<file path="config.mk">
export PLATFORM = sky130hd
export DESIGN_NAME = wsc_vec_stage
export DESIGN_NICKNAME = d
export VERILOG_FILES = /design/src/wsc_pkg.sv /design/src/wsc_vec_stage.sv
export SDC_FILE = /design/constraint.sdc
export NUM_CORES = 1
export LEC_CHECK = 0
export BUFFER_PORTS_ARGS = -buffer_cell sky130_fd_sc_hd__buf_2
export CORE_MARGIN = 4
export CORE_UTILIZATION = 53
export DETAILED_ROUTE_END_ITERATION = 8
export MAX_ROUTING_LAYER = met4
export PLACE_DENSITY = 0.81
export SLEW_MARGIN = 20
export SYNTH_ARGS = -nofsm -noshare
export SYNTH_HDL_FRONTEND = slang
export SYNTH_SLANG_ARGS = --single-unit
</file>
<file path="constraint.sdc">
create_clock -name clk -period 4.3 [get_ports clk]
set_input_delay 0.215 -clock clk [delete_from_list [all_inputs] [get_ports clk]]
set_output_delay 0.215 -clock clk [all_outputs]
set_load 0.03 [all_outputs]
</file>
<file path="src/wsc_pkg.sv">
// Shared types, widths and constants for the wind speed to components block.
// Holds the CORDIC arctangent table and the item structs passed between stages.
// Depends on nothing.
package wsc_pkg;

  localparam int COMP_WIDTH_DEF    = 16;
  localparam int CORDIC_STAGES_DEF = 16;
  localparam int TABLE_LEN         = 24;

  localparam int SPD_W      = 15;
  localparam int FIELD_W    = 16;
  localparam int VW         = 35;
  localparam int RW         = 34;
  localparam int AW         = 26;
  localparam int GAIN_W     = 30;
  localparam int PROD_W     = SPD_W + GAIN_W;
  localparam int MAG_SHIFT  = 14;
  localparam int FRAC_SHIFT = 16;
  localparam int DIR_SHIFT  = 9;

  localparam logic [GAIN_W-1:0]         GAIN_INV = 30'd652032875;
  localparam logic signed [AW-1:0]      ANG_90   = 26'sd5898240;
  localparam logic signed [AW-1:0]      DIR_HALF = 26'sd256;
  localparam logic signed [FIELD_W-1:0] DIR_MAX  = 16'sd23040;
  localparam logic signed [FIELD_W-1:0] DIR_MIN  = -16'sd23040;

  localparam logic signed [AW-1:0] ATAN_TAB [TABLE_LEN] = '{
    26'sd2949120, 26'sd1740967, 26'sd919880, 26'sd466945, 26'sd234378, 26'sd117304,
    26'sd58666,   26'sd29335,   26'sd14668,  26'sd7334,   26'sd3667,   26'sd1833,
    26'sd917,     26'sd458,     26'sd229,    26'sd115,    26'sd57,     26'sd29,
    26'sd14,      26'sd7,       26'sd4,      26'sd2,      26'sd1,      26'sd0
  };

  typedef struct packed {
    logic             present;
    logic             axis;
    logic [SPD_W-1:0] spd;
  } item_flags_t;

  typedef struct packed {
    item_flags_t             flags;
    logic [PROD_W-1:0]       prod;
    logic signed [VW-1:0]    x;
    logic signed [VW-1:0]    y;
    logic signed [AW-1:0]    acc;
  } vec_data_t;

  typedef struct packed {
    item_flags_t               flags;
    logic signed [FIELD_W-1:0] dir;
    logic signed [RW-1:0]      x;
    logic signed [RW-1:0]      y;
    logic signed [AW-1:0]      z;
  } rot_data_t;

  typedef struct packed {
    logic                      result_valid;
    logic signed [FIELD_W-1:0] direction_deg;
    logic signed [FIELD_W-1:0] derived_east;
    logic signed [FIELD_W-1:0] derived_north;
  } res_t;

endpackage

</file>
<file path="src/wsc_vec_stage.sv">
// One registered micro-rotation of the vectoring CORDIC that finds the direction.
// Depends on wsc_pkg for the item struct and the arctangent table.
module wsc_vec_stage #(
  parameter int STAGE_IDX = 0
) (
  input  logic               clk,
  input  logic               rst_n,
  input  logic               en,
  input  logic               in_v,
  input  wsc_pkg::vec_data_t in_d,
  output logic               out_v,
  output wsc_pkg::vec_data_t out_d
);
  import wsc_pkg::*;

  logic signed [VW-1:0] dx;
  logic signed [VW-1:0] dy;
  vec_data_t            data_nxt;
  vec_data_t            data_r;
  logic                 valid_r;

  always_comb begin
    dx       = in_d.y >>> STAGE_IDX;
    dy       = in_d.x >>> STAGE_IDX;
    data_nxt = in_d;
    if (in_d.y > 0) begin
      data_nxt.x   = in_d.x + dx;
      data_nxt.y   = in_d.y - dy;
      data_nxt.acc = in_d.acc + ATAN_TAB[STAGE_IDX];
    end else begin
      data_nxt.x   = in_d.x - dx;
      data_nxt.y   = in_d.y + dy;
      data_nxt.acc = in_d.acc - ATAN_TAB[STAGE_IDX];
    end
  end

  always_ff @(posedge clk) begin
    if (!rst_n) begin
      valid_r <= 1'b0;
    end else if (en) begin
      valid_r <= in_v;
    end
  end

  always_ff @(posedge clk) begin
    if (en) begin
      data_r <= data_nxt;
    end
  end

  assign out_v = valid_r;
  assign out_d = data_r;

endmodule

</file>
[Yosys cells after proc, flatten, opt, wreduce, memory -nomap -nowiden]
Cells that the tools add are included.
Storage, ports and cells
  register bits: 159
  input port bits: 162
  output and inout bits: 159
Cells by class
  add/sub/neg operators: 5
  $lt $le $gt $ge: 1
  mux-type cells: 1
Operators with widths (count)
  $mux 96: 1
  $sub 35x35->35: 2
  $add 35x35->35: 1
  $gt 35x1->1 const B: 1
  $add 26x23->26 const B: 1
  $sub 26x23->26 const B: 1

[Depth between registers and ports, before layout]
  depth in word-level cells: 2
  depth in mapped cells: 17
  mapped depth without buffers: 15

[Worst setup path before layout]
OpenSTA, ideal clock, no wires.
  path kind: in2reg
  start point: input port in_d[26] in the netlist's numbering
  end point: register data_r (netlist bit out_d[25]), data pin
  library setup time: 259 ps
  data arrival time: 3186 ps
  setup slack: 855 ps
  stages on the path: 16
  path buffers: 2
  cell sequence: nor4_1 and4_1 nand4_1 nor4_1 or2_2 clkbuf_1 buf_1 ha_1 a21o_1 a21oi_1 o21bai_1 a21oi_1 o21ai_0 a21o_1 a21oi_1 xnor2_1
RTL lines
  from (decl): line wsc_vec_stage.sv:10  | input wsc_pkg::vec_data_t in_d,
  to (signal assigned): line wsc_vec_stage.sv:47  | data_r <= data_nxt;
  to (decl): line wsc_vec_stage.sv:19  | vec_data_t data_r;

==> results.sh <==
export IMPL_cts_reportedPaths_clkPinSlew_ns=0.08
export IMPL_ys_flop_type="edfxtp_1"
export IMPL_gp_congestion=1.00
export IMPL_placed_area_um2=12900
export IMPL_start_util=0.546
export IMPL_cts_buffers=17
export IMPL_vias=10600
export IMPL_vdd_drop_max_mv=0.243
export IMPL_postRouteAntennaNets=0
export IMPL_synth_cell_type_count=71
export IMPL_area_growth_pct=28.3
export IMPL_dr_pass1_iters=6
export IMPL_dp_hpwl_mm=29.5
export IMPL_min_path_type="primary input to flip-flop"
export IMPL_worst_pin_slew_ns=0.847
export IMPL_cts_tree="done"
export IMPL_rows=52
export IMPL_hold_viol_final=0
export IMPL_nets=1778
export IMPL_syn_area_per_cell_um2=9.90
export IMPL_syn_cell_area_um2=11100
export IMPL_insertion_delay_ns=0.43
export IMPL_power_density_nw_per_um2=376
export IMPL_pre_cts_ws_ns=0.468
export IMPL_stdcell_count=1789
export IMPL_drt_initial_drc_count=981
export IMPL_min_period_ns=3.60
export IMPL_post_drt_wl_per_cell_um=22.7
export IMPL_fin_setup_tns_ns=0
export IMPL_die_area_um2=23400
export IMPL_track_usage=0.338
export IMPL_drc_errors=0
export IMPL_rsz0062_at_grt="false"
export IMPL_port_buffers=320
export IMPL_grt_pass1_vias=10400
export IMPL_seq_area_frac_synth=0.425
export IMPL_gr_usage_met2=0.576
export IMPL_final_cell_mix="buf_2 (319), edfxtp_1 (157), a21oi_1 (150)"
export IMPL_layout_commonest_cell="buf_2"
export IMPL_setup_slack_ns=0.701
export IMPL_endpoint_kind="flip-flop"
export IMPL_synth_seq_cells=158
export IMPL_core_area_um2=20400
export IMPL_leakagePower_nw=6.31
export IMPL_die_w_um=153
export IMPL_synth_edf_count=157
export IMPL_fillCellCount=1594
export IMPL_yosysWarnings=0
export IMPL_stdcell_area_um2=14300
export IMPL_max_freq_mhz=278
export IMPL_drv_cap=0
export IMPL_fin_crit_sh=0.837
export IMPL_die_h_um=153
export IMPL_syn_num_nets=1402
export IMPL_grt_antenna_before_repair=4
export IMPL_place_inst=1675
export IMPL_clock_sinks=158
export IMPL_via_per_inst=5.91
export IMPL_ioPinCount=321
export IMPL_required_ns=4.48
export IMPL_grt_use_met1=0.393
export IMPL_arrival_ns=3.78
export IMPL_status="completed"
export IMPL_critical_path_class="primary input to flip-flop"
export IMPL_wl_mm=40.6
export IMPL_clockBufferDepth=2
export IMPL_grt_max_degree=73
export IMPL_grt_pass1_wl_mm=60.2
export IMPL_async_flop_share=0
export IMPL_syn_inst=1126
export IMPL_setup_violations=0
export IMPL_htreeDepth=4
export IMPL_root_buffer="clkbuf_16"
export IMPL_start_kind="primary input"
export IMPL_grt_util_met3=0.0537
export IMPL_cp_max_fo=7
export IMPL_relSlewSlack=0.435
export IMPL_globalRouteOverflowTotal=0
export IMPL_drive_gt1_frac=0.253
export IMPL_finalClockSkew_ns=0
export IMPL_slew_violations=0
export IMPL_gr_max_usage_layer="met2"
==> kinds of logic after synthesis <==
group,synth area share
xor gates and xnor gates,0.0605
buffers and inverters,0.0560
AOI/OAI and AO/OA,0.209
and+or+nand+nor,0.102
DFF,0.425
adders and majority gates,0.131
muxes,0.0171
==> metal layers <==
| layer | routed length, um | vias up | part of all wire |
|---|---|---|---|
| met4 | 1980 | 0 | 0.049 |
| met1 | 15400 | 5004 | 0.38 |
| met5 | 0 | - | 0 |
| met3 | 2890 | 104 | 0.071 |
| met2 | 20300 | 609 | 0.50 |
| li1 | - | 4855 | - |
==> repair_timing <==
action	CTS	global route
buffers inserted	0	0
resized for setup	0	0
setup endpoints to repair	0	0
hold buffers	77	1
hold endpoints to repair	77	1
==> metrics by stage <==
step	hold WS (ns)	util	power, mW
2_1_floorplan	0.314	-	3.17
3_3_place_gp	0.391	0.633	3.73
3_5_place_dp	0.393	0.633	3.74
4_1_cts	0.0168	0.699	5.31
5_1_grt	0.0654	0.700	5.59
6_report	0.0578	0.700	5.38
==> sequential cells by signal, indices dropped and copies added (netlist names) <==
| name | flops |
|---|---|
| out_d | 157 |
| out_v | 1 |
==> final timing paths <==
path / start / end / slack [ns] / cells past startpoint
setup reg to reg: out_v$_SDFFE_PN0P_ / out_v$_SDFFE_PN0P_ / 3.61 / 2
hold / removal: rst_n / out_v$_SDFFE_PN0P_ / 0.06 / 2
hold reg to reg: out_v$_SDFFE_PN0P_ / out_v$_SDFFE_PN0P_ / 0.61 / 2
setup / recovery: in_d[33] / out_d[25]$_DFFE_PP_ / 0.70 / 15
==> cells in the mapped netlist, types with 13 or more instances <==
cell / count / area (um^2)
edfxtp_1: 157 / 4710
a21oi_1: 150 / 751
ha_1: 110 / 1380
inv_1: 105 / 394
nor2_1: 74 / 278
o21ai_0: 62 / 310
xnor2_1: 62 / 543
nand2_1: 51 / 191
o21bai_1: 30 / 225
nor3_1: 24 / 120
clkbuf_1: 23 / 86.3
a21o_1: 21 / 158
nand4_1: 20 / 125
mux2i_1: 19 / 190
xor2_1: 15 / 131
nand2b_1: 14 / 87.6
nor4_1: 14 / 87.6
buf_2: 13 / 65.1
==> critical path: stages <==
cell	delay (ns)
buf_2	0.13
nor4_1	0.44
and4_1	0.33
nand4_1	0.13
nor4_1	0.51
or2_2	0.33
inv_2	0.10
ha_1	0.33
a21oi_1	0.23
o21bai_1	0.09
a21oi_1	0.21
o21ai_0	0.21
a21o_1	0.23
a21oi_1	0.19
xnor2_1	0.12
==> power breakdown <==
part / internal [mW] / switching, mW / leakage, nW
registers: 1.94 / 0.0605 / 1.54
clock network: 0.819 / 0.740 / 0.271
logic: 0.595 / 1.22 / 4.49
==> area by class of cell <==
class	count	area (um^2)	share of cell area
timing repair buffer	405	2440	0.171
tap	270	338	0.0236
inverter	110	413	0.0289
antenna	5	12.5	0.000875
clock buffer	17	425	0.0297
clock inverter	14	149	0.0104
sequential	158	4730	0.331
multi-input combinational	810	5790	0.405
(Power assumes the default switching activity.)
