**src/wsc_pkg.sv**
```systemverilog
// Shared types, widths and constants for the wind speed to components block.
// Holds the CORDIC arctangent table and the item structs passed between stages.
// Depends on nothing.
package wsc_pkg;

  localparam int COMP_WIDTH_DEF    = 16;
  localparam int CORDIC_STAGES_DEF = 16;
  localparam int TABLE_LEN         = 24;

  localparam int SPD_W      = 15;
  localparam int FIELD_W    = 16;
  localparam int VW         = 35;
  localparam int RW         = 34;
  localparam int AW         = 26;
  localparam int GAIN_W     = 30;
  localparam int PROD_W     = SPD_W + GAIN_W;
  localparam int MAG_SHIFT  = 14;
  localparam int FRAC_SHIFT = 16;
  localparam int DIR_SHIFT  = 9;

  localparam logic [GAIN_W-1:0]         GAIN_INV = 30'd652032875;
  localparam logic signed [AW-1:0]      ANG_90   = 26'sd5898240;
  localparam logic signed [AW-1:0]      DIR_HALF = 26'sd256;
  localparam logic signed [FIELD_W-1:0] DIR_MAX  = 16'sd23040;
  localparam logic signed [FIELD_W-1:0] DIR_MIN  = -16'sd23040;

  localparam logic signed [AW-1:0] ATAN_TAB [TABLE_LEN] = '{
    26'sd2949120, 26'sd1740967, 26'sd919880, 26'sd466945, 26'sd234378, 26'sd117304,
    26'sd58666,   26'sd29335,   26'sd14668,  26'sd7334,   26'sd3667,   26'sd1833,
    26'sd917,     26'sd458,     26'sd229,    26'sd115,    26'sd57,     26'sd29,
    26'sd14,      26'sd7,       26'sd4,      26'sd2,      26'sd1,      26'sd0
  };

  typedef struct packed {
    logic             present;
    logic             axis;
    logic [SPD_W-1:0] spd;
  } item_flags_t;

  typedef struct packed {
    item_flags_t             flags;
    logic [PROD_W-1:0]       prod;
    logic signed [VW-1:0]    x;
    logic signed [VW-1:0]    y;
    logic signed [AW-1:0]    acc;
  } vec_data_t;

  typedef struct packed {
    item_flags_t               flags;
    logic signed [FIELD_W-1:0] dir;
    logic signed [RW-1:0]      x;
    logic signed [RW-1:0]      y;
    logic signed [AW-1:0]      z;
  } rot_data_t;

  typedef struct packed {
    logic                      result_valid;
    logic signed [FIELD_W-1:0] direction_deg;
    logic signed [FIELD_W-1:0] derived_east;
    logic signed [FIELD_W-1:0] derived_north;
  } res_t;

endpackage

```
**src/wsc_rot_stage.sv**
```systemverilog
// One registered micro-rotation of the rotating CORDIC that rebuilds the components.
// Depends on wsc_pkg for the item struct and the arctangent table.
module wsc_rot_stage #(
  parameter int STAGE_IDX = 0
) (
  input  logic               clk,
  input  logic               rst_n,
  input  logic               en,
  input  logic               in_v,
  input  wsc_pkg::rot_data_t in_d,
  output logic               out_v,
  output wsc_pkg::rot_data_t out_d
);
  import wsc_pkg::*;

  logic signed [RW-1:0] dx;
  logic signed [RW-1:0] dy;
  rot_data_t            data_nxt;
  rot_data_t            data_r;
  logic                 valid_r;

  always_comb begin
    dx       = in_d.y >>> STAGE_IDX;
    dy       = in_d.x >>> STAGE_IDX;
    data_nxt = in_d;
    if (in_d.z >= 0) begin
      data_nxt.x = in_d.x - dx;
      data_nxt.y = in_d.y + dy;
      data_nxt.z = in_d.z - ATAN_TAB[STAGE_IDX];
    end else begin
      data_nxt.x = in_d.x + dx;
      data_nxt.y = in_d.y - dy;
      data_nxt.z = in_d.z + ATAN_TAB[STAGE_IDX];
    end
  end

  always_ff @(posedge clk) begin
    if (!rst_n) begin
      valid_r <= 1'b0;
    end else if (en) begin
      valid_r <= in_v;
    end
  end

  always_ff @(posedge clk) begin
    if (en) begin
      data_r <= data_nxt;
    end
  end

  assign out_v = valid_r;
  assign out_d = data_r;

endmodule

```
**config.mk**
```make
export PLATFORM = sky130hd
export DESIGN_NAME = wsc_rot_stage
export DESIGN_NICKNAME = d
export VERILOG_FILES = /design/src/wsc_pkg.sv /design/src/wsc_rot_stage.sv
export SDC_FILE = /design/constraint.sdc
export NUM_CORES = 1
export LEC_CHECK = 0
export BUFFER_PORTS_ARGS = -buffer_cell sky130_fd_sc_hd__buf_2
export CORE_MARGIN = 2
export CORE_UTILIZATION = 45
export DETAILED_ROUTE_END_ITERATION = 7
export GPL_TIMING_DRIVEN = 0
export PLACE_DENSITY = 0.7
export SETUP_SLACK_MARGIN = 0.05
export SKIP_LAST_GASP = 1
export SYNTH_ARGS = -nofsm -noshare
export SYNTH_HDL_FRONTEND = slang
export SYNTH_SLANG_ARGS = --single-unit
```
**constraint.sdc**
```tcl
create_clock -name clk -period 10.6 [get_ports clk]
set_input_delay 1.06 -clock clk [delete_from_list [all_inputs] [get_ports clk]]
set_output_delay 1.06 -clock clk [all_outputs]
set_load 0.05 [all_outputs]
```
=== Word level (Yosys, flattened, before mapping) ===
Index checks and enable logic that the tools add are counted.

* $add $sub $neg: 5
* Magnitude comparators: 1
* Muxes and demuxes: 1

{| class="wikitable"
|+ Operators with widths
! operator !! number
|-
| $mux 94 || 1
|-
| $sub 34x34->34 || 2
|-
| $add 34x34->34 || 1
|-
| $add 26x23->26 const B || 1
|-
| $ge 26x1->1 const B || 1
|-
| $sub 26x23->26 const B || 1
|}

* Register bits after elaboration: 128
* Output and inout bits: 128

=== Depth between registers and ports, before layout ===
Gate-level depths: netlist of the first run.

* Depth after elaboration: 2
* Mapped depth: 18
* Depth with buffers taken out: 15

=== Worst setup path before layout of the first run ===
No wires, ideal clock.

* Kind: input-to-reg
* From: input port in_d[25] (netlist bit)
* To: register data_r (netlist bit out_d[25]) (data pin)
* Arrival time: 3.946 ns
* Slack: 6.397 ns
* Stages: 18
* Path buffers: 3
* Cells stage by stage: inv_1 ha_1 nor4b_1 nand4_1 o21ai_1 buf_2 buf_2 buf_1 ha_1 a21o_1 a21oi_1 o21bai_1 a21oi_1 o21bai_1 a21oi_1 o21bai_1 a21oi_1 xnor2_1

{| class="wikitable"
|+ RTL lines
! element !! RTL line !! RTL
|-
| from (decl) || wsc_rot_stage.sv:10 || <nowiki>input wsc_pkg::rot_data_t in_d,</nowiki>
|-
| to (signal assigned) || wsc_rot_stage.sv:47 || <nowiki>data_r <= data_nxt;</nowiki>
|-
| to (decl) || wsc_rot_stage.sv:19 || <nowiki>rot_data_t data_r;</nowiki>
|}

==> summary.md, run 1 <==
| Metric | Value |
|---|---|
| Final WS setup | 5671 ps |
| GR peak layer | met2 |
| Total track usage | 0.2755 |
| Drt via density | 5.802 |
| Met2 GRT Util | 0.4650 |
| Sequential-to-total area share from yosys stat | 0.3776 |
| Clock Tree Buf Depth | 2 |
| Setup Viol. Count Final | 0 |
| Max H-tree Level | 4 |
| WL final | 33.82 mm |
| Routed length per instance | 20.49 um |
| Asr flop ratio synth | 0 |
| EDFF count, synth | 126 |
| Global-route met1 utilization | 0.3621 |
| Post_cts resized | 0 |
| Final Max Slew Viols | 0 |
| CTS tree | yes |
| Initial antenna violation count | 0 |
| Dpl cell area | 11,750 um^2 |
| Core Region | 21,890 um^2 |
| Max Clock Skew | 0 ps |
| Yosys cell types | 75 |
| # DRC | 0 |
| Reg-to-reg startpoint | out_v$_SDFFE_PN0P_ |
| Vias in the first global route | 9,159 |
| Share of cells above drive strength 1 | 0.2474 |
| Syn Nets | 1,323 |
| Fin util | 0.5644 |
| Avg Cell Area, Syn | 9.326 um^2 |
| First-pass detailed-route iteration total | 6 |
| Die area | 23,600 um^2 |
| Root buffer cell | clkbuf_16 |
| Via count | 9,579 |
| Seq cells post-synth | 127 |
| Final Critical Period | 4929 ps |
| Compound-gate portion of the synthesized area | 0.2204 |
| Placer congestion estimate | 1.032 |
| Top_reg_cell synth | edfxtp_1 |
| Area Overhead vs Synth | 22.67% |
| Worst slack, placed | 5270 ps |
| Hold_sp | out_v$_SDFFE_PN0P_ |
| Multiplexer share of the synthesized area | 0.01590 |
| Crit Path Class | in2reg |
| Worst setup path start | in_d[25] |
| Adder-Cell Fraction of Synth Area | 0.1421 |
| Most common cell after layout, fill and taps aside | buf_2 |
| Max cap viols | 0 |
| Endpoint class of the critical path | flip-flop |
| Initial core utilization | 0.4601 |
| Post-CTS setup buffers | 0 |
| Max FO, Critical Path | 13 |
| Die X | 153.6 um |
| First-pass GRT wire length | 50.79 mm |
| Largest net degree at the start of global routing | 67 |
| Final Cell Area | 12,360 um^2 |
| Initial detailed-routing violation count | 1,078 |
| Die Y | 153.6 um |
| Worst EP arrival | 5110 ps |
| Final ANT Viol Nets | 0 |
| Outcome | finished clean |
| Slew HR | 0.3730 |
| Synth Area in XOR/XNOR | 0.06348 |
| Most frequent cells in the layout | 273 x buf_2, 137 x a21oi_1, 126 x edfxtp_1, 108 x inv_1, 108 x ha_1 |
| IO buf count | 258 |
| Final Hold Fails | 0 |
| RSZ-0062 raised after global routing | false |
| Total gr overflow | 0 |
| Number of clock sinks | 127 |
| Row count | 54 |
| Setup total negative slack | 0 ps |
| Cts hold-fix bufs | 0 |
| # IOs | 259 |
| CTS buffer count | 17 |
| Largest family of logic cells by synthesized area | compound AO/OA/AOI/OAI gates |
| Period utilization | 0.4650 |
| Worst skew pair latency | 430 ps |
| Worst Setup Start Kind | input pin |
| Peak VDD IR | 0.07264 mV |
| Met3 Usage GRT | 0.04228 |
| Data required, critical path | 10,780 ps |
| Cells after synthesis | 1,080 |
| Nets@finish | 1,601 |
| DP HPWL | 26.65 mm |
| Slew at the pin closest to its max-slew limit | 940.5 ps |
| Synth Warn # | 0 |
| Reg clk slew, reported paths | 70 ps |
| Leakage | 5.533 nW |
| Hold WC Path Type | reg2reg |
| Power per Cell Area | 166.1 nW/um^2 |
| Max Freq | 202.9 MHz |
| Post-Syn Area | 10,070 um^2 |
| Synth Area in Simple Gates | 0.1170 |
final timing paths:
check / slack, ps / end / cells after the start
min reg2reg: 520 / out_v$_SDFFE_PN0P_ / 2
max: 5670 / out_d[25]$_DFFE_PP_ / 19
max reg2reg: 10010 / out_v$_SDFFE_PN0P_ / 2
min: 520 / out_v$_SDFFE_PN0P_ / 2
layer usage:
metal | wire length (um) | share of wire
met4 | 942 | 0.028
met5 | 0 | 0
met3 | 2974 | 0.088
met2 | 16160 | 0.48
met1 | 13740 | 0.41
Yosys cell counts, types with 5 or more instances:
cell	n	share of area
nor2b_1	13	0.0081
nor4_1	10	0.0062
xor2_1	9	0.0078
o211ai_1	7	0.0052
nor2_1	91	0.034
nand4_1	14	0.0087
clkbuf_1	14	0.0052
a31oi_1	8	0.0050
o21ai_1	13	0.0065
a211oi_1	9	0.0067
a21oi_1	137	0.068
edfxtp_1	126	0.38
inv_1	108	0.040
and3_1	6	0.0037
xnor2_1	64	0.056
buf_1	8	0.0030
nand3_1	13	0.0065
o31ai_1	11	0.0082
o21bai_1	28	0.021
nor3_1	18	0.0089
nand2b_1	8	0.0050
o21a_1	5	0.0037
a21o_1	19	0.014
ha_1	108	0.13
nand2_1	57	0.021
buf_2	16	0.0080
or3_1	5	0.0031
o21ai_0	51	0.025
mux2i_1	16	0.016
cell type report:
| cell class | count | area (um^2) |
|---|---|---|
| antenna | 1 | 2.502 |
| buffer | 44 | 215.2 |
| clock buffer | 17 | 425.4 |
| clock inverter | 14 | 180.2 |
| fill | 2027 | 9535 |
| inverter | 113 | 424.2 |
| multi-input combinational | 796 | 5629 |
| sequential | 127 | 3804 |
| tap | 280 | 350.3 |
| timing repair buffer | 259 | 1325 |
power breakdown:
part / switching, W / leakage [nW] / internal [W]
clock network: 0.000260 / 0.297 / 0.000375
registers: 0.0000164 / 1.24 / 0.000640
logic: 0.000552 / 3.99 / 0.000209
total: 0.000829 / 5.53 / 0.00122
logic make-up after synthesis:
group,Yosys count
xor+xnor,73
mux,16
fa+ha+maj,112
flops,127
compound gates,345
simple gates,250
buf+inv,157
flip-flops by register name, indices dropped and copies added, names as in the netlist:
register / cells
out_d: 126
out_v: 1
metrics by stage:
step / hold slack, ps / power [W] / std cells
floorplan: 742.9 / 0.001199 / 1080
global placement: 496.3 / 0.001411 / 1618
detailed placement: 512.4 / 0.001416 / 1619
CTS: 525.1 / 0.002050 / 1650
global route: 544.4 / 0.002123 / 1650
finish: 521.1 / 0.002053 / 1651
critical path: stages:
cell and delay [ps]:
buf_2 110, inv_1 70, ha_1 140, nor4b_1 230, nand4_1 170, o21ai_1 270
buf_2 260, buf_2 320, buf_1 650, ha_1 370, a21o_1 160, a21oi_1 220
o21bai_1 90, a21oi_1 240, o21bai_1 100, a21oi_1 250, o21bai_1 110, a21oi_1 190
xnor2_1 80
(Power assumes the default switching activity.)
==> inputs of run 2 (changes only) <==
Clock period 10.6 ns to 4.6 ns, I/O delays scaled along.
==> summary.md, run 2 (same netlist as run 1, synthesis figures left out) <==
| Metric | Value |
|---|---|
| Data required, critical path | 4770 ps (-6010 ps) |
| Initial antenna violation count | 0 (unchanged) |
| Initial core utilization | 0.4601 (unchanged) |
| Crit Path Class | in2reg |
| Largest stage delay, worst path | 730 ps (+80 ps) |
| IO buf count | 258 (unchanged) |
| # DRC | 0 (unchanged) |
| Hold depth | 1 (-1) |
| Die area | 23,600 um^2 (unchanged) |
| Max Freq | 250.1 MHz |
| Clock Tree Buf Depth | 2 (unchanged) |
| Placer congestion estimate | 1.032 (unchanged) |
| Max Clock Skew | 0 ps (unchanged) |
| Outcome | finished clean |
| Vias in the first global route | 9,159 (unchanged) |
| Number of clock sinks | 127 (unchanged) |
| Worst setup path start | in_d[25] |
| Final WS setup | 601.8 ps (-5069 ps) |
| Critical path endpoint | out_d[25]$_DFFE_PP_ |
| Setup Viol. Count Final | 0 (unchanged) |
| Initial detailed-routing violation count | 1,092 (+1.3%) |
| Core Region | 21,890 um^2 (unchanged) |
| Post_cts resized | 0 (unchanged) |
| Period utilization | 0.8692 |
| Endpoint class of the critical path | flip-flop |
| First-pass detailed-route iteration total | 6 (unchanged) |
| Hold_sp | in_d[123] |
| Max cap viols | 0 (unchanged) |
| Most frequent cells in the layout | 273 x buf_2, 137 x a21oi_1, 126 x edfxtp_1, 108 x inv_1, 108 x ha_1 |
| RSZ-0062 raised after global routing | false |
| Final Hold Fails | 0 (unchanged) |
| Power per Cell Area | 382.9 nW/um^2 (+130%) |
| Final Critical Period | 3998 ps |
| Worst slack, placed | -130.2 ps (-5400 ps) |
| Total track usage | 0.2755 (unchanged) |
| Largest register FFs | 126 (unchanged) |
| Worst skew pair latency | 420 ps (about the same) |
| DP HPWL | 26.65 mm (unchanged) |
| Hold WC Path Type | in2reg |
| N_diodes | 0 (-1) |
| Cts hold-fix bufs | 0 (unchanged) |
| Total gr overflow | 0 (unchanged) |
| Routed length per instance | 20.50 um (about the same) |
| Die Y | 153.6 um (unchanged) |
| Largest net degree at the start of global routing | 67 (unchanged) |
| Die X | 153.6 um (unchanged) |
| Max FO, Critical Path | 13 (unchanged) |
| Share of cells above drive strength 1 | 0.2476 (about the same) |
| Most common cell after layout, fill and taps aside | buf_2 |
| Peak VDD IR | 0.1677 mV (+130%) |
| WL final | 33.80 mm (about the same) |
| CTS buffer count | 17 (unchanged) |
| Slew at the pin closest to its max-slew limit | 922.9 ps (-17.58 ps) |
| Crit-path cells | buf_2 > inv_1 > ha_1 > nor4b_1 > nand4_1 > o21ai_1 > inv_1 > clkbuf_1 > buf_1 > ha_1 > a21oi_1 > o21bai_1 > a21oi_1 > o21bai_1 > a21oi_1 > o21bai_1 > a21oi_1 > xnor2_1 |
| First-pass GRT wire length | 50.79 mm (unchanged) |
| CTS tree | yes |
| Fin util | 0.5641 (about the same) |
| Area Overhead vs Synth | 22.61% (about the same) |
| # IOs | 259 (unchanged) |
| Worst EP arrival | 4170 ps (-940 ps) |
| Slew HR | 0.3795 (+0.006458) |
| Via count | 9,616 (+0.39%) |
| Row count | 54 (unchanged) |
| Leakage | 5.531 nW (about the same) |
| Fin Hold WS | 208.1 ps (-313.1 ps) |
| Final Max Slew Viols | 0 (unchanged) |
| Root buffer cell | clkbuf_16 |
| Reg clk slew, reported paths | 60 ps (about the same) |
| Nets@finish | 1,600 (-0.062%) |
| Reg2reg path depth | 2 (unchanged) |
| Final ANT Viol Nets | 0 (unchanged) |
| R2r setup slk | 4020 ps (-5990 ps) |
| Crit path top cell by count | a21oi_1 |
| Post-CTS setup buffers | 0 (unchanged) |
| Worst Setup Start Kind | input pin |
| Max H-tree Level | 4 (unchanged) |
| R2r endpoint | out_v$_SDFFE_PN0P_ |
| Reg-to-reg startpoint | out_v$_SDFFE_PN0P_ |
| Drt via density | 5.831 (+0.51%) |
| Crit path max-delay cell type | buf_1 |
-- run 2: changes by cell type in the layout (fill, tap and decap cells not counted), sizes merged --
cell and change:
diode -1, buf -1
-- run 2: per-stage QoR --
step	instances	setup TNS (ps)	area, um^2	total power (W)
floorplan	1080	0	10070	0.002762
global placement	1618	-59.80	11710	0.003250
detailed placement	1619	-130.2	11750	0.003264
CTS	1650	0	12350	0.004723
global route	1649	0	12350	0.004892
finish	1649	0	12350	0.004729
-- run 2: layout make-up --
| type | count | area [um^2] |
|---|---|---|
| plain buffers | 43 | 211.5 |
| clock buffers | 17 | 425.4 |
| clock inverters | 14 | 180.2 |
| fillers | 2025 | 9542 |
| inverters | 113 | 424.2 |
| multi-input cells | 796 | 5629 |
| flip-flops and latches | 127 | 3804 |
| well taps | 280 | 350.3 |
| repair buffers | 259 | 1325 |
-- run 2: metal layers --
layer  track usage  up-vias  share of wire
met3       0.04228       86          0.092
met1        0.3621     4518           0.40
met2        0.4650      577           0.48
met4       0.09436        0          0.029
li1              -     4435              -
met5             0        -              0
-- run 2: how the worst min path moves through the flow --
| stage | to |
|---|---|
| 6_report | out_d[123]$_DFFE_PP_ |
| 5_1_grt | out_d[120]$_DFFE_PP_ |
| 4_1_cts | out_d[125]$_DFFE_PP_ |
| 3_5_place_dp | out_v$_SDFFE_PN0P_ |
| 3_3_place_gp | out_v$_SDFFE_PN0P_ |
| 2_1_floorplan | out_d[0]$_DFFE_PP_ |
-- run 2: power breakdown --
group	internal, W	switching (W)
clock network	0.000864	0.000598
logic	0.000482	0.00127
registers	0.00147	0.0000380
total	0.00282	0.00191
-- run 2: worst max-delay path, delay by kind of cell --
family          cells  cell delay, ps
simple gates        2             260
xor+xnor            1              80
fa+ha+maj           2             590
compound gates      8            1340
buf+inv             5            1430
