**src/wsc_pkg.sv**
```systemverilog
// Shared types, widths and constants for the wind speed to components block.
// Holds the CORDIC arctangent table and the item structs passed between stages.
// Depends on nothing.
package wsc_pkg;

  localparam int COMP_WIDTH_DEF    = 16;
  localparam int CORDIC_STAGES_DEF = 16;
  localparam int TABLE_LEN         = 24;

  localparam int SPD_W      = 15;
  localparam int FIELD_W    = 16;
  localparam int VW         = 35;
  localparam int RW         = 34;
  localparam int AW         = 26;
  localparam int GAIN_W     = 30;
  localparam int PROD_W     = SPD_W + GAIN_W;
  localparam int MAG_SHIFT  = 14;
  localparam int FRAC_SHIFT = 16;
  localparam int DIR_SHIFT  = 9;

  localparam logic [GAIN_W-1:0]         GAIN_INV = 30'd652032875;
  localparam logic signed [AW-1:0]      ANG_90   = 26'sd5898240;
  localparam logic signed [AW-1:0]      DIR_HALF = 26'sd256;
  localparam logic signed [FIELD_W-1:0] DIR_MAX  = 16'sd23040;
  localparam logic signed [FIELD_W-1:0] DIR_MIN  = -16'sd23040;

  localparam logic signed [AW-1:0] ATAN_TAB [TABLE_LEN] = '{
    26'sd2949120, 26'sd1740967, 26'sd919880, 26'sd466945, 26'sd234378, 26'sd117304,
    26'sd58666,   26'sd29335,   26'sd14668,  26'sd7334,   26'sd3667,   26'sd1833,
    26'sd917,     26'sd458,     26'sd229,    26'sd115,    26'sd57,     26'sd29,
    26'sd14,      26'sd7,       26'sd4,      26'sd2,      26'sd1,      26'sd0
  };

  typedef struct packed {
    logic             present;
    logic             axis;
    logic [SPD_W-1:0] spd;
  } item_flags_t;

  typedef struct packed {
    item_flags_t             flags;
    logic [PROD_W-1:0]       prod;
    logic signed [VW-1:0]    x;
    logic signed [VW-1:0]    y;
    logic signed [AW-1:0]    acc;
  } vec_data_t;

  typedef struct packed {
    item_flags_t               flags;
    logic signed [FIELD_W-1:0] dir;
    logic signed [RW-1:0]      x;
    logic signed [RW-1:0]      y;
    logic signed [AW-1:0]      z;
  } rot_data_t;

  typedef struct packed {
    logic                      result_valid;
    logic signed [FIELD_W-1:0] direction_deg;
    logic signed [FIELD_W-1:0] derived_east;
    logic signed [FIELD_W-1:0] derived_north;
  } res_t;

endpackage

```
**src/wsc_post.sv**
```systemverilog
// Final pipeline stage: rounds, negates and saturates the rotated components and
// applies the missing-speed and due-north cases. Depends on wsc_pkg.
module wsc_post #(
  parameter int COMP_WIDTH = wsc_pkg::COMP_WIDTH_DEF
) (
  input  logic               clk,
  input  logic               rst_n,
  input  logic               en,
  input  logic               in_v,
  input  wsc_pkg::rot_data_t in_d,
  output logic               out_v,
  output wsc_pkg::res_t      out_d
);
  import wsc_pkg::*;

  localparam logic signed [RW-1:0] SAT_HI = RW'((64'sd1 <<< (COMP_WIDTH - 1)) - 64'sd1);
  localparam logic signed [RW-1:0] SAT_LO = ~SAT_HI;
  localparam logic signed [RW-1:0] HALF   = RW'(64'sd1 <<< (FRAC_SHIFT - 1));

  function automatic logic signed [RW-1:0] sat(input logic signed [RW-1:0] v);
    logic signed [RW-1:0] r;
    if (v > SAT_HI) begin
      r = SAT_HI;
    end else if (v < SAT_LO) begin
      r = SAT_LO;
    end else begin
      r = v;
    end
    return r;
  endfunction

  logic signed [RW-1:0] rnd_x;
  logic signed [RW-1:0] rnd_y;
  logic signed [RW-1:0] east_s;
  logic signed [RW-1:0] north_s;
  logic signed [RW-1:0] axis_s;
  res_t                 res_nxt;
  res_t                 res_r;
  logic                 valid_r;

  always_comb begin
    rnd_x   = (in_d.x + HALF) >>> FRAC_SHIFT;
    rnd_y   = (in_d.y + HALF) >>> FRAC_SHIFT;
    east_s  = sat(-rnd_y);
    north_s = sat(-rnd_x);
    axis_s  = sat(RW'(in_d.flags.spd));
    if (!in_d.flags.present) begin
      res_nxt = '0;
    end else if (in_d.flags.axis) begin
      res_nxt.result_valid  = 1'b1;
      res_nxt.direction_deg = DIR_MIN;
      res_nxt.derived_east  = '0;
      res_nxt.derived_north = axis_s[FIELD_W-1:0];
    end else begin
      res_nxt.result_valid  = 1'b1;
      res_nxt.direction_deg = in_d.dir;
      res_nxt.derived_east  = east_s[FIELD_W-1:0];
      res_nxt.derived_north = north_s[FIELD_W-1:0];
    end
  end

  always_ff @(posedge clk) begin
    if (!rst_n) begin
      valid_r <= 1'b0;
    end else if (en) begin
      valid_r <= in_v;
    end
  end

  always_ff @(posedge clk) begin
    if (en) begin
      res_r <= res_nxt;
    end
  end

  assign out_v = valid_r;
  assign out_d = res_r;

endmodule

```
**config.mk**
```make
export PLATFORM = sky130hd
export DESIGN_NAME = wsc_post
export DESIGN_NICKNAME = d
export VERILOG_FILES = /design/src/wsc_pkg.sv /design/src/wsc_post.sv
export SDC_FILE = /design/constraint.sdc
export NUM_CORES = 1
export LEC_CHECK = 0
export ABC_AREA = 1
export BUFFER_PORTS_ARGS = -buffer_cell sky130_fd_sc_hd__buf_2
export CAP_MARGIN = 20
export CORE_MARGIN = 1.5
export CORE_UTILIZATION = 50
export DETAILED_ROUTE_END_ITERATION = 10
export GPL_ROUTABILITY_DRIVEN = 1
export GPL_TIMING_DRIVEN = 0
export PLACE_DENSITY = 0.9
export SLEW_MARGIN = 10
export SYNTH_ARGS = -nofsm -noshare
export SYNTH_HDL_FRONTEND = slang
export SYNTH_SLANG_ARGS = --single-unit
```
**constraint.sdc**
```tcl
create_clock -name clk -period 3.8 [get_ports clk]
set_input_delay 0.57 -clock clk [delete_from_list [all_inputs] [get_ports clk]]
set_output_delay 0.57 -clock clk [all_outputs]
set_load 0.01 [all_outputs]
```
### Yosys cells after proc, flatten, opt, wreduce, memory -nomap -nowiden

Cells that the tools add are included.

* output and inout bits: 50
* input bits: 131
* logic and storage cells: 25
* register bits: 50

* bitwise logic cells: 1
* $lt $le $gt $ge: 4
* reduce and logical (&&, ||, !) cells: 3
* $add $sub $neg: 4
* muxes and demuxes: 5

Operators by type and width (count)
* $add A34 B17 Y34 const B: 2
* $gt A34 B16 Y1 const B: 2
* $lt A34 B16 Y1 const B: 2
* $neg A18 Y34: 2
* $mux W16: 4
* $mux W48: 1
* $reduce_or A3 Y1: 2
* $reduce_or A2 Y1: 1
* $not A1 Y1: 1

### Longest topological paths before layout

Gate-level depths: netlist of run 1.

* word-level depth: 6
* mapped depth: 19
* depth with buffers taken out: 18

### Least setup slack after synthesis of run 1

OpenSTA, ideal clock, no wires.

* path kind: input -> register
* start point: input in_d[75] (netlist bit)
* end point: register res_r (netlist bit out_d[10]) (data pin)
* arrival time: 2.477 ns
* library setup time: 0.257 ns
* buffers on the path: 1
* slack: 1.066 ns
* cell stages on the path: 14
* cell sequence: ha_1 > or2_1 > nand2_1 > ha_1 > nand2_1 > nor2_2 > nand3_2 > nor2_4 > nand3_2 > o21ai_2 > nand3_2 > buf_6 > nor2_1 > nor2_1

* longest elaborated chain between the ends: 6

Ends and longest elaborated chain
* start, declared: line wsc_post.sv:10 `input wsc_pkg::rot_data_t in_d,`
* $add A34 B17 Y34 (*): line wsc_post.sv:42 `rnd_x = (in_d.x + HALF) >>> FRAC_SHIFT;`
* $neg A18 Y34 (*): line wsc_post.sv:45 `north_s = sat(-rnd_x);`
* $lt A34 B16 Y1: line wsc_post.sv:24 `end else if (v < SAT_LO) begin`
* $mux W16: line wsc_post.sv:24
* $mux W16 (*): line wsc_post.sv:22 `if (v > SAT_HI) begin`
* $mux W48 (*): line wsc_post.sv:49 `end else if (in_d.flags.axis) begin`
* end signal, assigned: line wsc_post.sv:72 `res_r <= res_nxt;`
* end, declared: line wsc_post.sv:38 `res_t res_r;`

Mark *: on every way between the ends. The rest lies on a longest branch, timed or not.
A chain may end at the register's enable or synchronous reset.

### Worst setup path in the final report of run 1

* start point: input in_d[75] (netlist bit)
* end point: register res_r (netlist bit out_d[4]) (data pin)

Same word-level chain as after synthesis.

==> results.md, run 1 <==
- Status: completed
- Worst Path Max Fanout: 10
- Synth cell types: 30
- IO Count: 181
- Initial antenna violation count: 0
- Routed vias/inst: 4.98
- Post-synth EDFFs: 49
- FFs w/ async S/R, synth: 0%
- Vias in the first global route: 3640
- NetSw: 400 µW
- Dpl ws: 639 ps
- CTS buffer count: 5
- Switching portion of total power: 30.4%
- FILL cells: 696
- HPWL Detailed: 7940 µm
- Leading area contributor after synthesis: edfxtp_1
- Die W: 93.0 µm
- Ys flop type: edfxtp_1
- Ranking of synthesized cells by area: edfxtp_1 36%, nand2_1 13%, nor2_1 8.0%, inv_1 6.9%, xor2_1 4.8%
- Largest net degree at the start of global routing: 52
- Final Setup Violations: 0
- Starting Density: 51.9%
- Core area: 7810 µm²
- Post-Syn Nets: 703
- Hold crit path type: in2reg
- Overflow after GRT: 0
- Setup WS post-layout: 961 ps
- Worst skew pair latency: 300 ps
- Max Root-Sink Buffers: 2
- Tmin final: 2840 ps
- WL/cell: 11.8 µm
- Share of layout cells above drive strength 1: 26.1%
- Post-Synth Simple-Gate Area: 38.4%
- Area of the mapped netlist: 4050 µm²
- CP arrival: 2890 ps
- Critical path type: in2reg
- P&R area growth vs syn: 20.7%
- # rows: 32
- Reg power frac: 50.9%
- Cts hold-fix bufs: 0
- Leakage: 2.36 nW
- CTS root buffer: clkbuf_8
- H-tree depth: 2
- Max VDD drop: 0.189 mV
- PortBufs: 124
- All-layer global routing usage: 21.9%
- Ys Warns: 0
- Total Power: 1.31 mW
- Final Max Slew Viols: 0
- Post-CTS Resized: 0
- Post CTS Setup Buffer Count: 0
- Die area: 8660 µm²
- Multi-input logic area: 2210 µm²
- Final worst-path cycle share: 74.7%
- Element type at the critical path end: flop
- Max Cap Violations: 0
- # diodes: 0
- Max Clk Rate: 352 MHz
- P_int: 915 µW
- DRT antenna net count: 0
- Final WL: 9440 µm
- Worst slew pin tran: 1070 ps
- Commonest non-fill, non-tap cell in the layout: nand2_1
- CP required: 3850 ps
- Register Area: 1490 µm²
- Die Span Y: 93.0 µm
- Layout Nets: 834
- Register bit total from synthesis: 50
- GPL Wtd Cong: 0.876
- Relative slew slack: 28.9%
- Combinational power share: 25.8%
- CTS tree: yes
- Main combinational cell family by area after synthesis: simple AND/OR/NAND/NOR gates
- Critical path launch point type: primary input
- Commonest cells after routing, fill and taps aside: 142 x nand2_1, 125 x buf_2, 86 x nor2_1, 75 x inv_1, 49 x edfxtp_1
- Initial detailed-routing violation count: 128
- Clock power frac: 23.3%
- Vias: 3984
- XOR/XNOR Fraction of Synth Area: 6.91%
- Post-synthesis compound-gate area fraction: 7.31%
- CTS clk-pin slew, worst paths: 100 ps
- Final Hold Fails: 0
- Sequential fraction of the synthesis area: 36.8%
- Pwr/cell area: 269 nW/µm²
- Post-synthesis mux area share: 0%
- Pre-antenna DRT Iters: 4
- Drc violations: 0
- Share of the synthesized area in the top cell type: 36.3%
- Synth Area in Adders: 1.85%
- First-pass GRT wire length: 15500 µm
- Cell count after synthesis: 566
- Avg Inst Size Synth: 7.16 µm²
- Clk_skew: 0 ps
- Sinks on Clock Net: 50
- Unrepaired setup endpoints after global routing: no
- Setup TNS: 0 ps
==> cell families after synthesis <==
family                     count (synthesis)
and+or+nand+nor                          336
buffers and inverters                     87
AOI/OAI and AO/OA                         55
DFF                                       50
xor gates and xnor gates                  32
adders and majority gates                  6
==> worst paths after layout <==
kind | slack [ps] | depth (start not counted) | startpoint | end
max | 960 | 15 | in_d[75] | out_d[4]
max reg2reg | 3090 | 2 | out_v | out_v
min | 510 | 3 | in_v | out_v
min reg2reg | 580 | 2 | out_v | out_v
==> metrics by stage <==
| stage | util, % | std cells | area [µm²] | hold slack [ps] |
|---|---|---|---|---|
| final | 62.7 | 800 | 4890 | 508 |
| after detailed placement | 61.5 | 792 | 4800 | 563 |
| after global placement | 61.5 | 792 | 4800 | 516 |
| after global routing | 62.7 | 800 | 4890 | 495 |
| after floorplan | - | 566 | 4050 | 555 |
| after CTS | 62.7 | 800 | 4890 | 500 |
==> sequential cells by signal, indices dropped and copies added (netlist names) <==
register,cells
out_d,49
out_v,1
==> layout make-up <==
cell class                 instances  share of cell area, %
buffer                             8                   1.18
tap                              102                   2.61
clock inverter                     3                  0.486
sequential                        50                   30.5
multi-input combinational        429                   45.1
timing repair buffer             124                   12.7
clock buffer                       5                   1.41
inverter                          79                   6.08
==> power by group through the flow <==
stage	Combinational, mW	Clock (mW)	Sequential (mW)
after floorplan	0.167	0	0.707
after global placement	0.326	0	0.680
after detailed placement	0.337	0	0.682
after CTS	0.339	0.314	0.669
after global routing	0.379	0.331	0.673
final	0.339	0.307	0.669
==> synth_stat cells, types with 3 or more instances <==
| master | number |
|---|---|
| nand3_2 | 7 |
| xor2_1 | 22 |
| nor2_2 | 9 |
| a21oi_1 | 18 |
| buf_6 | 3 |
| nand4_1 | 22 |
| nand2_2 | 11 |
| o21ai_2 | 4 |
| o21ai_0 | 23 |
| ha_1 | 6 |
| nor3_1 | 6 |
| nand3b_1 | 5 |
| inv_2 | 3 |
| nor2_1 | 86 |
| inv_1 | 75 |
| o21ai_1 | 8 |
| nand2_1 | 142 |
| nand3_1 | 38 |
| xnor2_1 | 10 |
| clkbuf_1 | 3 |
| nor2_4 | 8 |
| edfxtp_1 | 49 |
==> routing by layer <==
metal | vias to the layer above | GRT usage, % | part of all wire (%)
li1 | 2100 | - | -
met1 | 1740 | 29.6 | 47
met2 | 132 | 37.1 | 46
met3 | 12 | 1.71 | 5.3
met4 | 0 | 6.82 | 1.4
met5 | - | 0 | 0
==> worst max-delay path, cell delays in order <==
cell and delay, ps:
buf_2 130, ha_1 270, or2_1 260, nand2_1 100, ha_1 190, nand2_1 70, nor2_2 150, nand3_2 180
nor2_4 180, nand3_2 110, o21ai_2 210, nand3_2 130, buf_6 150, nor2_1 130, nor2_1 50
Note: power is estimated with default switching activity, not from simulation.
==> run 2, diff against run 1 <==
Settings changed: CORE_UTILIZATION 50 to 44, PLACE_DENSITY 0.9 to 0.84.
Clock period 3.8 ns to 2.6 ns, I/O delays scaled along.
==> run 2 against run 1 <==
Effect of this change:
- the flow now finishes with violations (DRC)
- clock skew unchanged
- register-to-register slack worse by 1200 ps
- final cell count up 1.4%
- critical endpoint is now out_d[11]
- highest routed layer unchanged
==> results.md, run 2 (synthesized netlist as in run 1, its figures left out) <==
- Worst skew pair latency: 300 ps (about the same)
- CTS buffer count: 5 (unchanged)
- # diodes: 0 (unchanged)
- H-tree depth: 2 (unchanged)
- Final Setup Violations: 0 (unchanged)
- Critical path launch point type: primary input (unchanged)
- All-layer global routing usage: 19.5% (was 21.9%)
- CTS root buffer: clkbuf_8 (unchanged)
- Max VDD drop: 0.240 mV (was 0.189 mV)
- Commonest cells after routing, fill and taps aside: 142 x nand2_1, 124 x buf_2, 81 x nor2_1, 75 x inv_1, 49 x edfxtp_1 (was 142 x nand2_1, 125 x buf_2, 86 x nor2_1, 75 x inv_1, 49 x edfxtp_1)
- Share of layout cells above drive strength 1: 27.7% (was 26.1%)
- Final WL: 9690 µm (was 9440 µm)
- PortBufs: 124 (unchanged)
- Placed Area: 4810 µm² (was 4800 µm²)
- P&R area growth vs syn: 24.4% (was 20.7%)
- Die Span Y: 99.0 µm (was 93.0 µm)
- GPL Wtd Cong: 0.887 (was 0.876)
- Drc violations: 12 (was 0)
- Initial detailed-routing violation count: 131 (was 128)
- Worst slew pin tran: 1080 ps (was 1070 ps)
- First-pass GRT wire length: 15900 µm (was 15500 µm)
- Hold crit path type: in2reg (unchanged)
- HPWL Detailed: 7950 µm (was 7940 µm)
- Final Hold Fails: 0 (unchanged)
- Worst Path Max Fanout: 10 (unchanged)
- Die W: 99.0 µm (was 93.0 µm)
- Max Root-Sink Buffers: 2 (unchanged)
- FILL cells: 827 (was 696)
- Largest net degree at the start of global routing: 52 (unchanged)
- Final worst-path cycle share: 93.9%
- IO Count: 181 (unchanged)
- CP arrival: 2500 ps (was 2890 ps)
- Tmin final: 2440 ps
- Relative slew slack: 28.3% (was 28.9%)
- Initial antenna violation count: 0 (unchanged)
- Core area: 8810 µm² (was 7810 µm²)
- CTS clk-pin slew, worst paths: 90 ps (was 100 ps)
- Overflow after GRT: 0 (unchanged)
- Hold WS: 321 ps (was 508 ps)
- Max Clk Rate: 409 MHz
- Routed vias/inst: 4.94 (was 4.98)
- Max FFs per register: 49 (unchanged)
- CP required: 2650 ps (was 3850 ps)
- DRT antenna net count: 0 (unchanged)
- Status: complete, but fails checks (was completed)
- Placed insts: 798 (was 792)
- Failing checks: DRC
- Clk_skew: 0 ps (unchanged)
- Leakage: 2.41 nW (was 2.36 nW)
- Die area: 9800 µm² (was 8660 µm²)
- Sinks on Clock Net: 50 (unchanged)
- CTS tree: yes (unchanged)
- WL/cell: 11.9 µm (was 11.8 µm)
- # rows: 34 (was 32)
- Design Area, Final: 5040 µm² (was 4890 µm²)
- Pre-antenna DRT Iters: 11 (was 4)
- Vias in the first global route: 3675 (was 3640)
- Fin cells: 811 (was 800)
- Multi-input logic area: 2280 µm² (was 2210 µm²)
- Pwr/cell area: 409 nW/µm² (was 269 nW/µm²)
- Register Area: 1490 µm² (unchanged)
- Element type at the critical path end: flop (unchanged)
- Final Max Slew Viols: 0 (unchanged)
- Cts hold-fix bufs: 0 (unchanged)
- Layout Nets: 839 (was 834)
- Commonest non-fill, non-tap cell in the layout: nand2_1 (unchanged)
- Critical path type: in2reg (unchanged)
- Max Cap Violations: 0 (unchanged)
- Vias: 4009 (was 3984)
- Starting Density: 46.0% (was 51.9%)
## run 2: cell count changes in the layout (fill, tap and decap cells not counted), sizes merged
cell,previous run,this run
buf,129,134
bufinv,0,1
clkbuf,8,9
clkinvlp,2,0
## run 2: where the power goes
group | switching [mW] | internal [mW] | total (mW)
Combinational | 0.318 | 0.192 | 0.510
Clock | 0.257 | 0.317 | 0.574
Sequential | 0.0152 | 0.961 | 0.976
Total | 0.591 | 1.47 | 2.06
## run 2: path summary, 6_finish.rpt
check                               from   endpoint  slack, ps  cells past startpoint
worst max register to register     out_v      out_v       1920                      2
worst max-delay path            in_d[75]  out_d[11]        160                     17
worst min register to register     out_v      out_v        560                      2
worst min-delay path                in_v      out_v        320                      3
## run 2: cell type report
cell class	instances	share of cell area, %
plain buffers	8	1.19
multi-input cells	429	45.2
well taps	108	2.68
flip-flops and latches	50	29.6
repair buffers	129	13.1
inverters	79	5.91
clock buffers	6	1.64
clock inverters	2	0.769
## run 2: routing by layer
metal / share of wire [%] / global-route usage (%) / vias up / routed length (µm)
met4: 1.5 / 6.15 / 0 / 146
li1: - / - / 2108 / -
met1: 46 / 26.0 / 1768 / 4440
met3: 5.4 / 1.91 / 13 / 523
met2: 47 / 33.6 / 120 / 4580
met5: 0 / 0 / - / 0
## run 2: what timing repair did
action	CTS	global route
pin swaps	1	6
setup endpoints to repair	10	25
gates resized for setup	2	15
setup buffers	1	4
## run 2: critical path: stages
cell,delay (ps)
buf_2,140
ha_4,190
or2_1,240
nand2_1,100
ha_1,190
nand2_1,90
nor2_4,130
nand3_2,110
nor2_4,150
nand3_4,110
nand2_1,90
nand2_1,60
nand2_2,90
nand3_2,90
buf_6,150
nor2_1,120
nor2_1,60
## run 2: through the flow
stage / util, % / TNS [ps] / total power [mW] / setup slack (ps)
after floorplan: - / 0 / 1.28 / 46.2
final: 57.2 / 0 / 2.06 / 158
after global routing: 57.2 / -20.6 / 2.17 / -15.1
after global placement: 54.6 / -4590 / 1.47 / -299
after detailed placement: 54.6 / -6840 / 1.49 / -366
after CTS: 56.2 / 0 / 2.05 / 49.1
==> run 3, diff against run 2 <==
Settings changed: CORE_MARGIN 1.5 to 4.
==> run 3 against run 2 <==
Effect of this change:
- the flow now finishes without violations
- critical path depth is the same
- worst hold slack gained 9.8 ps
- global-route usage shrank 2.1 points
- clock power shrank 25%
- routed wire length grew 2.9%
- sequential power is essentially flat
==> results.md, run 3 (synthesized netlist as in run 1, its figures left out) <==
- CP peak stage delay: 250 ps (was 240 ps)
- Sequence of cells on the critical path: buf_2 -> ha_4 -> or2_1 -> nand2_2 -> ha_2 -> nand2_1 -> nor2_4 -> nand3_4 -> nor2_4 -> nand3_4 -> nand2_2 -> nand2_1 -> nand2_2 -> nand3_2 -> buf_6 -> nor2_2 -> nor2_1 (was buf_2 -> ha_4 -> or2_1 -> nand2_1 -> ha_1 -> nand2_1 -> nor2_4 -> nand3_2 -> nor2_4 -> nand3_4 -> nand2_1 -> nand2_1 -> nand2_2 -> nand3_2 -> buf_6 -> nor2_1 -> nor2_1)
- Worst Path Buf+Inv: 2 (unchanged)
- DRT antenna net count: 0 (unchanged)
- Worst Setup SP: in_d[75] (unchanged)
- NetSw: 574 µW (was 591 µW)
- Initial detailed-routing violation count: 158 (was 131)
- Reg power frac: 50.7% (was 47.4%)
- CTS root buffer: clkbuf_8 (unchanged)
- PortBufs: 124 (unchanged)
- CP required: 2640 ps (was 2650 ps)
- Most used cell, CP: nand2_2 (was nand2_1)
- Setup WS post-layout: 175 ps (was 158 ps)
- Largest net degree at the start of global routing: 52 (unchanged)
- Die area: 10800 µm² (was 9800 µm²)
- Dpl ws: -371 ps (was -366 ps)
- Pwr/cell area: 379 nW/µm² (was 409 nW/µm²)
- P&R area growth vs syn: 24.9% (was 24.4%)
- Die W: 104 µm (was 99.0 µm)
- Commonest non-fill, non-tap cell in the layout: nand2_1 (unchanged)
- Status: completed (was complete, but fails checks)
- Starting Density: 45.8% (was 46.0%)
- Crit path max-delay family: simple AND/OR/NAND/NOR gates (unchanged)
- Commonest cells after routing, fill and taps aside: 140 x nand2_1, 124 x buf_2, 80 x nor2_1, 75 x inv_1, 49 x edfxtp_1 (was 142 x nand2_1, 124 x buf_2, 81 x nor2_1, 75 x inv_1, 49 x edfxtp_1)
- Overflow after GRT: 0 (unchanged)
- WL/cell: 12.3 µm (was 11.9 µm)
- Clock power frac: 22.3% (was 27.9%)
- Worst Path Max Fanout: 10 (unchanged)
- Relative slew slack: 61.8% (was 28.3%)
- Cts hold-fix bufs: 0 (unchanged)
- Final Hold Fails: 0 (unchanged)
- HP Start: in_v (unchanged)
- Initial antenna violation count: 0 (unchanged)
- Combinational power share: 26.9% (was 24.8%)
- Pre-antenna DRT Iters: 4 (was 11)
- Hold crit path type: in2reg (unchanged)
- Critical path launch point type: primary input (unchanged)
- Leakage: 2.41 nW (about the same)
- Max VDD drop: 0.246 mV (was 0.240 mV)
- CTS clk-pin slew, worst paths: 80 ps (was 90 ps)
- CP max-delay cell: or2_1 (unchanged)
- Switching portion of total power: 29.9% (was 28.7%)
- Max FFs per register: 49 (unchanged)
- Element type at the critical path end: flop (unchanged)
- FILL cells: 829 (was 827)
- Die Span Y: 104 µm (was 99.0 µm)
- Setup TNS: 0 ps (unchanged)
- Max Cap Violations: 0 (unchanged)
- Register Area: 1490 µm² (unchanged)
- Multi-input logic area: 2300 µm² (was 2280 µm²)
- Max Root-Sink Buffers: 2 (unchanged)
- Vias: 3993 (was 4009)
- CTS buffer count: 5 (unchanged)
- Total Power: 1.92 mW (was 2.06 mW)
- # diodes: 0 (unchanged)
- GPL Wtd Cong: 0.852 (was 0.887)
- Worst skew pair latency: 290 ps (was 300 ps)
- RR Startpoint: out_v (unchanged)
- # rows: 34 (unchanged)
- Final worst-path cycle share: 93.3% (was 93.9%)
- HPWL Detailed: 8270 µm (was 7950 µm)
- CP arrival: 2460 ps (was 2500 ps)
- Max Clk Rate: 412 MHz (was 409 MHz)
- Layout Nets: 841 (was 839)
- H-tree depth: 2 (unchanged)
- Final Max Slew Viols: 0 (unchanged)
- Core area: 8850 µm² (was 8810 µm²)
- Critical path type: in2reg (unchanged)
- First-pass GRT wire length: 16200 µm (was 15900 µm)
- Final WL: 9970 µm (was 9690 µm)
- Worst slew pin tran: 568 ps (was 1080 ps)
- P_int: 1.35 mW (was 1.47 mW)
- IO Count: 181 (unchanged)
- Share of layout cells above drive strength 1: 28.7% (was 27.7%)
- Final Setup Violations: 0 (unchanged)
- Vias in the first global route: 3705 (was 3675)
- Clk_skew: 0 ps (unchanged)
- CTS tree: yes (unchanged)
- Routed vias/inst: 4.91 (was 4.94)
- All-layer global routing usage: 17.4% (was 19.5%)
- Tmin final: 2430 ps (was 2440 ps)
- Sinks on Clock Net: 50 (unchanged)
- Drc violations: 0 (was 12)
-- run 3: worst min-delay path: cells and delay by family --
| kind | cells | cell delay, ps |
|---|---|---|
| compound gates | 1 | 50 |
| buf+inv | 2 | 140 |
-- run 3: final timing paths --
check / to / cells after the start / slack, ps
worst min register to register: out_v / 2 / 550
worst min-delay path: out_v / 3 / 330
worst max register to register: out_v / 2 / 1960
worst max-delay path: out_d[12] / 17 / 170
-- run 3: timing repair --
item                       in CTS  in global routing
setup endpoints to repair      10                 28
resized for setup               2                 24
buffers inserted                1                  5
pin swaps                       1                  6
-- run 3: stage by stage --
stage / util [%] / cells / hold WS, ps / cell area (µm²)
CTS: 55.6 / 807 / 324 / 4920
global route: 57.2 / 813 / 333 / 5060
detailed placement: 54.4 / 798 / 533 / 4810
finish: 57.2 / 813 / 330 / 5060
global placement: 54.4 / 798 / 517 / 4810
floorplan: - / 566 / 483 / 4050
-- run 3: power groups by stage --
| stage | combinational (mW) | sequential (mW) | clock, mW |
|---|---|---|---|
| after detailed placement | 0.493 | 0.995 | 0 |
| final | 0.517 | 0.975 | 0.429 |
| after global placement | 0.483 | 0.993 | 0 |
| after floorplan | 0.245 | 1.03 | 0 |
| after global routing | 0.577 | 0.982 | 0.469 |
| after CTS | 0.496 | 0.977 | 0.441 |
-- run 3: area by class of cell --
cell class / count / share of cell area [%]
Multi-Input combinational cell: 429 / 45.5
Clock buffer: 6 / 1.43
Sequential cell: 50 / 29.5
Clock inverter: 2 / 0.272
Tap cell: 108 / 2.67
Buffer: 8 / 1.26
Inverter: 79 / 5.88
Timing Repair Buffer: 131 / 13.5
-- run 3: layer usage --
metal  GRT usage, %  share of wire (%)  up-vias
met3           3.04                5.9       16
met2           29.9                 47      130
met5              0                  0        -
met4           4.84                1.7        0
met1           22.6                 45     1740
li1               -                  -     2107
